File: config.mk
export PLATFORM = sky130hd
export DESIGN_NAME = ids_cell
export DESIGN_NICKNAME = d
export VERILOG_FILES = /design/src/rtl/ids_pkg.sv /design/src/rtl/ids_cell.sv
export SDC_FILE = /design/constraint.sdc
export NUM_CORES = 1
export LEC_CHECK = 0
export BUFFER_PORTS_ARGS = -buffer_cell sky130_fd_sc_hd__buf_2
export CAP_MARGIN = 20
export CORE_MARGIN = 2
export CORE_UTILIZATION = 39
export DETAILED_ROUTE_END_ITERATION = 8
export PLACE_DENSITY_LB_ADDON = 0.05
export SLEW_MARGIN = 30
export SYNTH_ARGS = -nofsm -noshare
export SYNTH_HDL_FRONTEND = slang
export SYNTH_SLANG_ARGS = --single-unit
File: constraint.sdc
create_clock -name i_clk -period 1.3 [get_ports i_clk]
set_clock_uncertainty 0.2 [all_clocks]
set_input_delay 0.26 -clock i_clk [delete_from_list [all_inputs] [get_ports i_clk]]
set_output_delay 0.26 -clock i_clk [all_outputs]
set_load 0.02 [all_outputs]
File: src/rtl/ids_pkg.sv
// ----------------------------------------------------------------------------
// ids_pkg: shared types and constants of the diffusion stencil pass
// Pixel type, stencil window bundle, register indexes and reset values.
// ----------------------------------------------------------------------------
`default_nettype none

package ids_pkg;

    typedef logic [15:0] t_pix;

    // One stencil window as handed from the cell row to the arithmetic pipe
    typedef struct packed {
        t_pix up;
        t_pix left;
        t_pix centre;
        t_pix right;
        t_pix down;
        logic border;   // copy the centre unchanged
        logic last;     // final pixel of the frame
    } t_win;

    localparam int CFG_IDX_W  = 2;
    localparam int CFG_DATA_W = 15;

    localparam logic [CFG_IDX_W-1:0] CFG_FRAME_WIDTH    = 2'd0;
    localparam logic [CFG_IDX_W-1:0] CFG_FRAME_HEIGHT   = 2'd1;
    localparam logic [CFG_IDX_W-1:0] CFG_DIFFUSION_RATE = 2'd2;

    localparam logic [10:0] FRAME_WIDTH_RST    = 11'd1024;
    localparam logic [12:0] FRAME_HEIGHT_RST   = 13'd1024;
    localparam logic [14:0] DIFFUSION_RATE_RST = 15'd6554;

    localparam int MAX_HEIGHT = 4096;
    localparam int MIN_SIZE   = 3;

endpackage

`default_nettype wire

File: src/rtl/ids_cell.sv
// ----------------------------------------------------------------------------
// ids_cell: one tap of the stencil window
// Holds one pixel; on shift it takes either its neighbour's value or a
// fresh value read from the line store.
// ----------------------------------------------------------------------------
`default_nettype none

module ids_cell
    import ids_pkg::*;
(
    input  wire  i_clk,
    input  wire  i_shift,
    input  wire  i_load_side,
    input  t_pix i_chain,
    input  t_pix i_side,
    output t_pix o_q
);

    t_pix r_q;
    t_pix n_q;

    always_comb begin
        n_q = i_load_side ? i_side : i_chain;
    end

    always_ff @(posedge i_clk) begin
        if (i_shift) begin
            r_q <= n_q;
        end
    end

    assign o_q = r_q;

endmodule

`default_nettype wire

Word-level counts from Yosys, hierarchy flattened:

Cells that the tools add are included.

* mux-type cells: 1

Operators by type and width (count)
* $mux 16: 1

* output and inout port bits: 16
* logic and storage cells: 2
* input bits: 35
* flip-flop bits (word level): 16

Logic depth before layout (Yosys ltp):

* depth after elaboration: 1
* mapped depth: 3
* mapped depth without buffers: 1

Least setup slack after synthesis:

No wires, ideal clock.

* path kind: input to register
* from: input port i_load_side
* to: register r_q[10], in the netlist o_q[10] (data pin)
* setup time: 0.260 ns
* path buffers: 2
* cell stages on the path: 3
* path slack: 0.044 ns
* required time: 0.840 ns
* arrival: 0.796 ns
* cell sequence: buf_6 -> buf_12 -> mux2_4

* longest elaborated chain between the ends: 1

Ends and longest elaborated chain
* start: declaration: line ids_cell.sv:13 `input wire i_load_side,`
* $mux 16: line ids_cell.sv:23 `n_q = i_load_side ? i_side : i_chain;`
* via n_q[10]: line ids_cell.sv:20 `t_pix n_q;`
* end signal: assignment: line ids_cell.sv:28 `r_q <= n_q;`
* end: declaration: line ids_cell.sv:19 `t_pix r_q;`

The timed path passes the listed nets, and every way through them passes these cells.
A chain may end at the register's enable or synchronous reset.

Final worst setup path:

* from: register r_q[10], in the netlist o_q[10]
* to: output port o_q[10]

RTL lines
* end: declaration: line ids_cell.sv:16 `output t_pix o_q`

No word-level cell between the ends.

==> results.toml <==
[drt]
antenna_left = 0
drt-initial-drc-count = 1
first_pass_iters = 3
drc_errors = 0
wl_um = 1190
avgViaCountPerCell = 4.36
wl_per_cell_um = 10.7
vias = 488

[floorplan]
rows = 15
die_w_um = 47.2
start_util_pct = 41.8
coreArea_um2 = 1750
dieArea_um2 = 2230
ios = 51
die_y_um = 47.2

[setup_path]
crit_slowest_cell = "edfxtp_1"
worst-path-buf-inv = 1
cp.depth = 1
cp_cell_sequence = "buf_2"
setup.worst_path.end_class = "output pin"
crit_family = "flip-flops"
critPathKind = "flip-flop to output pin"
critPathMaxStageDelay_ns = 0.38
crit_arrival_ns = 0.82
cp_max_fo = 1
crit_end = "o_q[10]"
crit_start = "o_q[10]$_DFFE_PP_"
start_kind = "flip-flop"
required_ns = 0.84

[synth]
synthTopCellsByArea = "edfxtp_1 (66%), mux2_4 (21%), mux2_2 (9.3%)"
synth-seq-cells = 16
synthesis.area_um2 = 729
synth_most_common_cell = "edfxtp_1"
ys_async_sr_fraction_pct = 0
synth_cell_types = 5
ys_warn_count = 0
synth_edf_count = 16
synth_top_area_share_pct = 65.9
synthFlopType = "edfxtp_1"
synth_common_cells = "edfxtp_1 (16), mux2_4 (10), mux2_2 (6)"
syn_avg_cell_area_um2 = 21.5
yosysTopAreaCell = "edfxtp_1"
syn_nets = 69
synth_cells = 34
ys_seq_area_share_pct = 65.9

[cts]
cts_tree = "done"
clk_pin_slew_ns = 0.08
clock-sinks = 16
cts-htree-levels = 1
ctsHoldBuffers = 0
clk_path_buf_depth = 2
cts_made_buffers = 3
cts_root_buf = "clkbuf_4"

[sta]
setup_viol = 0
tightest_slew_ns = 0.336
worst_hold_slack_ns = 0.0827
period_share_pct = 98.3
rsz0062_at_grt = "yes"
fin_crit_ns = 1.28
max-slew-margin-rel_pct = 77.6
slew_viol_final = 0
fin_ws_ns = 0.0219
timing.fmax_ghz = 0.782
hold_violations = 0

[run_status]
status = "finished, final reports clean"

[layout]
area_growth_pct = 48.0
multi_input_area_um2 = 218
layout-drive-gt1-share_pct = 81.6
final_cells = 112
fillers = 143
largest_reg_flops = 16
final_cell_area_um2 = 1080
register_area_um2 = 480
antenna_cells = 0
nets = 124

[global_routing]
grt_overflow = 0
grt_pass1_vias = 469
antenna_found_initial = 0
grt_usage_pct = 12.0
grt_first_pass_wirelength_um = 1780
grt_max_degree = 17

[power_and_ir_drop]
clockPowerShare_pct = 21.0
leakage_nw = 0.504
vdd_drop_max_v = 0.000556
internal-power_w = 0.000876
sw_frac_of_total_pct = 23.1
p_per_area_nw_per_um2 = 1050
seqPwrFrac_pct = 56.0
power.switching_w = 0.000263
combPwrFrac_pct = 23.0

[place]
dpl.hpwl_um = 982
io_buffer_count = 50
dp_slack_ns = -0.0414
gp_congestion = 0.640
dp_cells = 109
dpl_cell_area_um2 = 1020

[min_path]
holdPathStages = 2
min_path_type = "input port to flip-flop"

[run]
maxCapViolations = 0
power by group through the flow:
stage               Clock (W)  Sequential [W]  Combinational, W
global placement            0        0.000645          0.000242
floorplan                   0        0.000710         0.0000744
finish               0.000239        0.000638          0.000262
global route         0.000267        0.000643          0.000282
detailed placement          0        0.000645          0.000246
CTS                  0.000252        0.000634          0.000246
routing by layer:
metal | GRT usage, % | routed length (µm) | vias up
li1 | - | - | 239
met1 | 12.8 | 429 | 221
met2 | 21.1 | 666 | 28
met3 | 4.62 | 96 | 0
met4 | 5.00 | 0 | 0
met5 | 0 | 0 | -
per-stage QoR:
| step | power, W | util [%] | setup TNS [ns] |
|---|---|---|---|
| floorplan | 0.000784 | - | 0 |
| global placement | 0.000887 | 58.4 | -0.401 |
| detailed placement | 0.000891 | 58.4 | -0.455 |
| CTS | 0.00113 | 59.7 | 0 |
| global route | 0.00119 | 61.9 | -0.0866 |
| finish | 0.00114 | 61.9 | 0 |
layout by cell type, fill, tap and decap left out, drive strengths merged:
master and instances:
mux2 16, edfxtp 16, clkbuf 3, buf 52
worst min path at each step:
stage	start	endpoint	slack, ns
2_1_floorplan	i_shift	o_q[0]$_DFFE_PP_	0.17
3_3_place_gp	i_side[3]	o_q[3]$_DFFE_PP_	0.36
3_5_place_dp	i_side[3]	o_q[3]$_DFFE_PP_	0.36
4_1_cts	i_side[3]	o_q[3]$_DFFE_PP_	0.07
5_1_grt	i_side[14]	o_q[14]$_DFFE_PP_	0.07
6_report	i_side[3]	o_q[3]$_DFFE_PP_	0.08
cells by family (layout without fill, tap and decap cells):
kind of cell	after synthesis	count (layout)	synth area share, %
buf+inv	2	55	4.29
flops	16	16	65.9
mux	16	16	29.8
timing repair:
action / CTS / global route
buffers inserted: 0 / 0
gates resized for setup: 0 / 12
endpoints found under the setup margin: 0 / 7
cell type report:
| cell class | count | area share, % |
|---|---|---|
| multi-input combinational | 16 | 20.2 |
| clock buffer | 3 | 2.09 |
| timing repair buffer | 52 | 30.4 |
| tap | 25 | 2.90 |
| sequential | 16 | 44.5 |
Power figures use the tool's default switching activity.
