### config.mk
export PLATFORM = sky130hd
export DESIGN_NAME = ids_kernel
export DESIGN_NICKNAME = d
export VERILOG_FILES = /design/src/rtl/ids_pkg.sv /design/src/rtl/ids_kernel.sv
export SDC_FILE = /design/constraint.sdc
export NUM_CORES = 1
export LEC_CHECK = 0
export BUFFER_PORTS_ARGS = -buffer_cell sky130_fd_sc_hd__buf_2
export CORE_ASPECT_RATIO = 1.2
export CORE_MARGIN = 2
export CORE_UTILIZATION = 45
export CTS_BUF_LIST = sky130_fd_sc_hd__clkbuf_8
export CTS_CLUSTER_SIZE = 40
export DETAILED_ROUTE_END_ITERATION = 16
export HOLD_SLACK_MARGIN = 0.15
export PLACE_DENSITY = 0.63
export REMOVE_ABC_BUFFERS = 1
export SLEW_MARGIN = 20
export SYNTH_ARGS = -nofsm -noshare
export SYNTH_HDL_FRONTEND = slang
export SYNTH_SLANG_ARGS = --single-unit
### constraint.sdc
create_clock -name i_clk -period 18.1 [get_ports i_clk]
set_clock_uncertainty 0.15 [all_clocks]
set_input_delay 5.43 -clock i_clk [delete_from_list [all_inputs] [get_ports i_clk]]
set_output_delay 5.43 -clock i_clk [all_outputs]
set_load 0.03 [all_outputs]
### src/rtl/ids_pkg.sv
// ----------------------------------------------------------------------------
// ids_pkg: shared types and constants of the diffusion stencil pass
// Pixel type, stencil window bundle, register indexes and reset values.
// ----------------------------------------------------------------------------
`default_nettype none

package ids_pkg;

    typedef logic [15:0] t_pix;

    // One stencil window as handed from the cell row to the arithmetic pipe
    typedef struct packed {
        t_pix up;
        t_pix left;
        t_pix centre;
        t_pix right;
        t_pix down;
        logic border;   // copy the centre unchanged
        logic last;     // final pixel of the frame
    } t_win;

    localparam int CFG_IDX_W  = 2;
    localparam int CFG_DATA_W = 15;

    localparam logic [CFG_IDX_W-1:0] CFG_FRAME_WIDTH    = 2'd0;
    localparam logic [CFG_IDX_W-1:0] CFG_FRAME_HEIGHT   = 2'd1;
    localparam logic [CFG_IDX_W-1:0] CFG_DIFFUSION_RATE = 2'd2;

    localparam logic [10:0] FRAME_WIDTH_RST    = 11'd1024;
    localparam logic [12:0] FRAME_HEIGHT_RST   = 13'd1024;
    localparam logic [14:0] DIFFUSION_RATE_RST = 15'd6554;

    localparam int MAX_HEIGHT = 4096;
    localparam int MIN_SIZE   = 3;

endpackage

`default_nettype wire

### src/rtl/ids_kernel.sv
// ----------------------------------------------------------------------------
// ids_kernel: diffusion arithmetic pipeline
// Laplacian, scale by kappa, round half up and saturate, output register.
// ----------------------------------------------------------------------------
`default_nettype none

module ids_kernel
    import ids_pkg::*;
(
    input  wire         i_clk,
    input  wire         i_rst_n,
    input  wire         i_valid,
    output logic        o_ready,
    input  t_win        i_win,
    input  wire  [14:0] i_rate,
    output logic        o_valid,
    input  wire         i_ready,
    output t_pix        o_pixel,
    output logic        o_last
);

    // stage A: laplacian
    logic               r_av;
    logic signed [18:0] r_a_lap;
    t_pix               r_a_c;
    logic               r_a_border;
    logic               r_a_last;
    // stage B: product
    logic               r_bv;
    logic signed [34:0] r_b_prod;
    t_pix               r_b_c;
    logic               r_b_border;
    logic               r_b_last;
    // output register
    logic               r_ov;
    t_pix               r_o_pix;
    logic               r_o_last;

    logic               adv_o;
    logic               adv_b;
    logic               adv_a;
    logic        [17:0] nb_sum;
    logic signed [18:0] n_lap;
    logic signed [34:0] n_prod;
    logic signed [35:0] t_acc;
    t_pix               n_pix;

    assign adv_o   = !r_ov || i_ready;
    assign adv_b   = !r_bv || adv_o;
    assign adv_a   = !r_av || adv_b;
    assign o_ready = adv_a;

    always_comb begin
        nb_sum = 18'(i_win.up) + 18'(i_win.left) + 18'(i_win.right) + 18'(i_win.down);
        n_lap  = $signed({1'b0, nb_sum}) - $signed({1'b0, i_win.centre, 2'b00});
    end

    always_comb begin
        n_prod = $signed({1'b0, i_rate}) * r_a_lap;
    end

    always_comb begin
        t_acc = $signed({4'b0000, r_b_c, 16'h0000}) + {r_b_prod[34], r_b_prod}
              + 36'sd32768;
        if (r_b_border) begin
            n_pix = r_b_c;
        end else if (t_acc[35]) begin
            n_pix = '0;
        end else if (|t_acc[34:32]) begin
            n_pix = '1;
        end else begin
            n_pix = t_acc[31:16];
        end
    end

    always_ff @(posedge i_clk) begin
        if (!i_rst_n) begin
            r_av <= 1'b0;
            r_bv <= 1'b0;
            r_ov <= 1'b0;
        end else begin
            if (adv_a) r_av <= i_valid;
            if (adv_b) r_bv <= r_av;
            if (adv_o) r_ov <= r_bv;
        end
    end

    always_ff @(posedge i_clk) begin
        if (adv_a && i_valid) begin
            r_a_lap    <= n_lap;
            r_a_c      <= i_win.centre;
            r_a_border <= i_win.border;
            r_a_last   <= i_win.last;
        end
        if (adv_b && r_av) begin
            r_b_prod   <= n_prod;
            r_b_c      <= r_a_c;
            r_b_border <= r_a_border;
            r_b_last   <= r_a_last;
        end
        if (adv_o && r_bv) begin
            r_o_pix    <= n_pix;
            r_o_last   <= r_b_last;
        end
    end

    assign o_valid = r_ov;
    assign o_pixel = r_o_pix;
    assign o_last  = r_o_last;

endmodule

`default_nettype wire

# Word-level counts from Yosys, hierarchy flattened
# Index checks and enable logic that the tools add are counted.
word_totals:
  in_bits: 101
  regBits: 110
  latch_bits: 0
  word_cells: 33
  output_inout_bits: 19
  mem_bits_ro: 0
  ramBits: 0
  mem_count: 0
classes:
  eq_ne: 0
  order_cmp: 0
  shift: 0
  n_bitwise: 0
  add_sub_neg: 6
  div: 0
  mux: 3
  multipliers: 1
  n_reduce_logical: 10
op_table:
  columns: ["op", "n"]
  rows:
  - ["16-bit two-way mux", 3]
  - ["33-bit by 35-bit adder with 36-bit output", 1]
  - ["36-bit by 16-bit adder with 36-bit output (second input constant)", 1]
  - ["16-bit by 19-bit multiplier with 35-bit output", 1]
  - ["18-bit by 18-bit subtractor with 19-bit output", 1]
  - ["17-bit by 16-bit adder with 18-bit output", 1]
  - ["18-bit by 16-bit adder with 18-bit output", 1]
  - ["16-bit by 16-bit adder with 17-bit output", 1]
  - ["1-bit logical AND", 3]
  - ["1-bit zero test", 3]
  - ["1-bit logical OR", 3]
  - ["3-bit OR reduction", 1]

# Logic depth before layout (Yosys ltp)
depth:
  ltp_word: 6
  depth_mapped: 24
  ltp_nobuf: 23

# Worst setup path before layout
# Ideal clock, no wire load.
synth_path:
  path_kind: "input to output"
  start: "in i_ready"
  end: "out o_ready"
  slack_ns: 6.528
  t_arrival_ns: 5.992
  cell_stages: 2
  path_buffers: 0
  path_cell_list: "nor2b_1 -> nand3_1"
synth_via:
  elab_chain_len: 3
synth_rtl:
  columns: ["element", "line_no", "text"]
  rows:
  - ["from (decl)", "ids_kernel.sv:17", "input wire i_ready,"]
  - ["1-bit logical OR", "ids_kernel.sv:48", "assign adv_o = !r_ov || i_ready;"]
  - ["1-bit logical OR", "ids_kernel.sv:49", "assign adv_b = !r_bv || adv_o;"]
  - ["1-bit logical OR", "ids_kernel.sv:50", "assign adv_a = !r_av || adv_b;"]
  - ["to (decl)", "ids_kernel.sv:13", "output logic o_ready,"]
# No other way between the ends.

# Final worst setup path
# Same ends and word-level chain as after synthesis.

==> reports/qor.txt <==
Crit path to: o_ready
Number of enable flip-flop cells after synthesis: 92
Routed vias: 11,100
Avg Synthesized Cell Area: 10.0 sq um
Crit-path cells: buf_2, nor2b_1, nand3_1, buf_2
FF+latch count, synth: 95
Layout cell share with drive strength beyond 1: 9.27%
Cell Area, Synth: 0.0162 sq mm
CP Launch Type: input port
ANT cells: 0
CTS tree: done
Maxcap violations: 0
Ys async rst share: 0%
Yosys warns: 0
Slowest stage delay, CP: 480 ps
Actual slew at the worst max-slew pin: 882 ps
Hold_buf cts: 0
Syn Inst Count: 1,622
PostCTS Resize Cnt: 0
Final Core Density: 48.9%
Clock sinks: 95
Area leader, netlist: fa_1
Critical path's top delay family: simple AND/OR/NAND/NOR gates
FF-to-FF End: r_b_prod[33]
Final Hold Viols: 0
Nets@finish: 2,265
Routability cong.: 0.864
Critical path class: in2out
Bufs and invs on worst path: 2
Die Ht: 212 microns
Total Routed Length: 36,200 microns
Period utilization: 66.2%
Ports: 120
Outcome: completed
Total clock buffers created by CTS: 9
Worst-Skew Late Latency: 380 ps
Drt pass-1 iters: 5
Vias in the first global route: 12,300
Initial drt markers: 404
WP depth: 4
Core box area: 0.0358 sq mm
Clk slew on worst S/H paths: 90 ps
Rel. slew slack: 41.2%
Drc violations: 0
Final setup fails: 0
Fin crit period: 11,970 ps
WP data arrival: 6390 ps
Reg2reg path depth: 20
Via-to-Cell Ratio: 5.09
Worst hold path type: reg2reg
Main synth FF type: edfxtp_1
Post-route ant nets: 0
Worst path slowest cell: nor2b_1
Internal reg-to-reg setup slack: 11,170 ps
Fin Setup TNS: 0 ps
Global-route wire length before repair: 61,500 microns
Deepest clock path buffer count: 2
DPL Wire Length: 29,400 microns
Setup crit end kind: output pin
CP dominant cell by count: buf_2
Achievable Freq: 83.5 MHz
Clk root buf: clkbuf_8
Crit path launch: i_ready
Pin count of the biggest net entering global routing: 39
Crit Reg-Reg Startpoint: r_a_lap[12]
H-tree depth: 3
Ranking of synthesized cells by area: fa_1 41%, edfxtp_1 17%, inv_1 9.7%, ha_1 9.6%, and2_1 4.9%
Sequential cell area fraction in the yosys report: 17.4%
Number of post-CTS setup repair buffers: 0
Share of the synthesized area in the top cell type: 40.7%
Die ar.: 0.0376 sq mm
Global route overflow: 0
Std-Cell Rows: 76
Synth unique cells: 60
Total Routing Usage GR: 21.1%
Initial antenna violation count: 1
Horiz. Die Dim: 177 microns
Port buffer count: 119
Initial Util: 45.3%
DR WL/cell: 16.6 microns
Area growth syn-to-layout: 7.76%
Crit path max fanout: 6
Setup repair after global routing missed its margin: false
Final slew viol count: 0
CP required: 12,520 ps
==> metrics by stage <==
stage / worst slack [ps] / std cells / cell area [sq um] / hold slack [ps]
floorplan: 6530 / 1574 / 16000 / 250
global placement: 6170 / 2167 / 17300 / 251
detailed placement: 6130 / 2167 / 17300 / 255
CTS: 6130 / 2183 / 17500 / 277
global route: 6040 / 2183 / 17500 / 291
finish: 6130 / 2183 / 17500 / 276
==> layer usage <==
metal,track usage [%],part of all wire [%],up-vias
met1,24.9,38,5708
met3,2.39,3.5,60
met2,40.4,56,254
met4,5.57,2.7,2
li1,-,-,5082
met5,0,0.036,-
==> worst min path at each step <==
stage	start	to	slack, ps	depth (start not counted)
after floorplan	r_b_last	o_last	250	0
after global placement	r_a_c[8]	r_b_c[8]	250	0
after detailed placement	r_a_c[7]	r_b_c[7]	260	0
after CTS	r_a_c[7]	r_b_c[7]	280	0
after global routing	r_a_c[2]	r_b_c[2]	290	0
final	r_a_c[7]	r_b_c[7]	280	0
==> registers in the layout, summed over array words and instances, names as in the netlist <==
signal	flops
r_b_prod	20
r_a_lap	19
o_pixel	16
r_a_c	16
r_b_c	16
o_last	1
o_valid	1
r_a_border	1
r_a_last	1
r_av	1
r_b_border	1
r_b_last	1
r_bv	1
==> cell type report <==
type                       count  area, sq um
fill                        3460        18300
multi-input combinational   1058        11600
sequential                    95         2820
inverter                     421         1580
timing repair buffer         125          641
tap                          468          586
clock buffer                   9          124
clock inverter                 7         71.3
==> cell usage after synthesis, drive strengths merged, types with 17 or more instances <==
| cell | count |
|---|---|
| ha | 124 |
| xnor2 | 32 |
| inv | 421 |
| nor2 | 30 |
| and2 | 127 |
| o21ai | 21 |
| edfxtp | 92 |
| xor2 | 17 |
| clkbuf | 45 |
| a21oi | 30 |
| nand3 | 24 |
| fa | 330 |
| nand2 | 187 |
==> cells in the final DEF, fill, tap and decap left out, drive strengths merged, types with 3 or more instances in the layout <==
cell      n
inv     422
nand4     9
o21bai    4
clkbuf    9
nor3     15
a2111o    3
a22oi    14
or2       5
a211o     3
nand2b    5
ha      124
a21oi    30
buf     125
nor2     30
o21a      5
and3      3
a211oi    5
fa      330
a21boi    4
xnor2    32
o311ai    3
edfxtp   92
o211ai    5
a31oi     7
nand3    24
a21o     14
o21ai    21
and2    127
or3       3
clkinv    3
dfxtp     3
xor2     17
nor2b    10
nand2   187
==> cells by family after synthesis <==
| kind of cell | share of synthesized area [%] |
|---|---|
| simple gates | 12.8 |
| buf+inv | 10.9 |
| fa+ha+maj | 50.3 |
| xor+xnor | 2.65 |
| flops | 17.4 |
| compound gates | 5.96 |
Power is not shown: default switching activity piles up to over one toggle a cycle in this logic, so the estimate is an artifact.
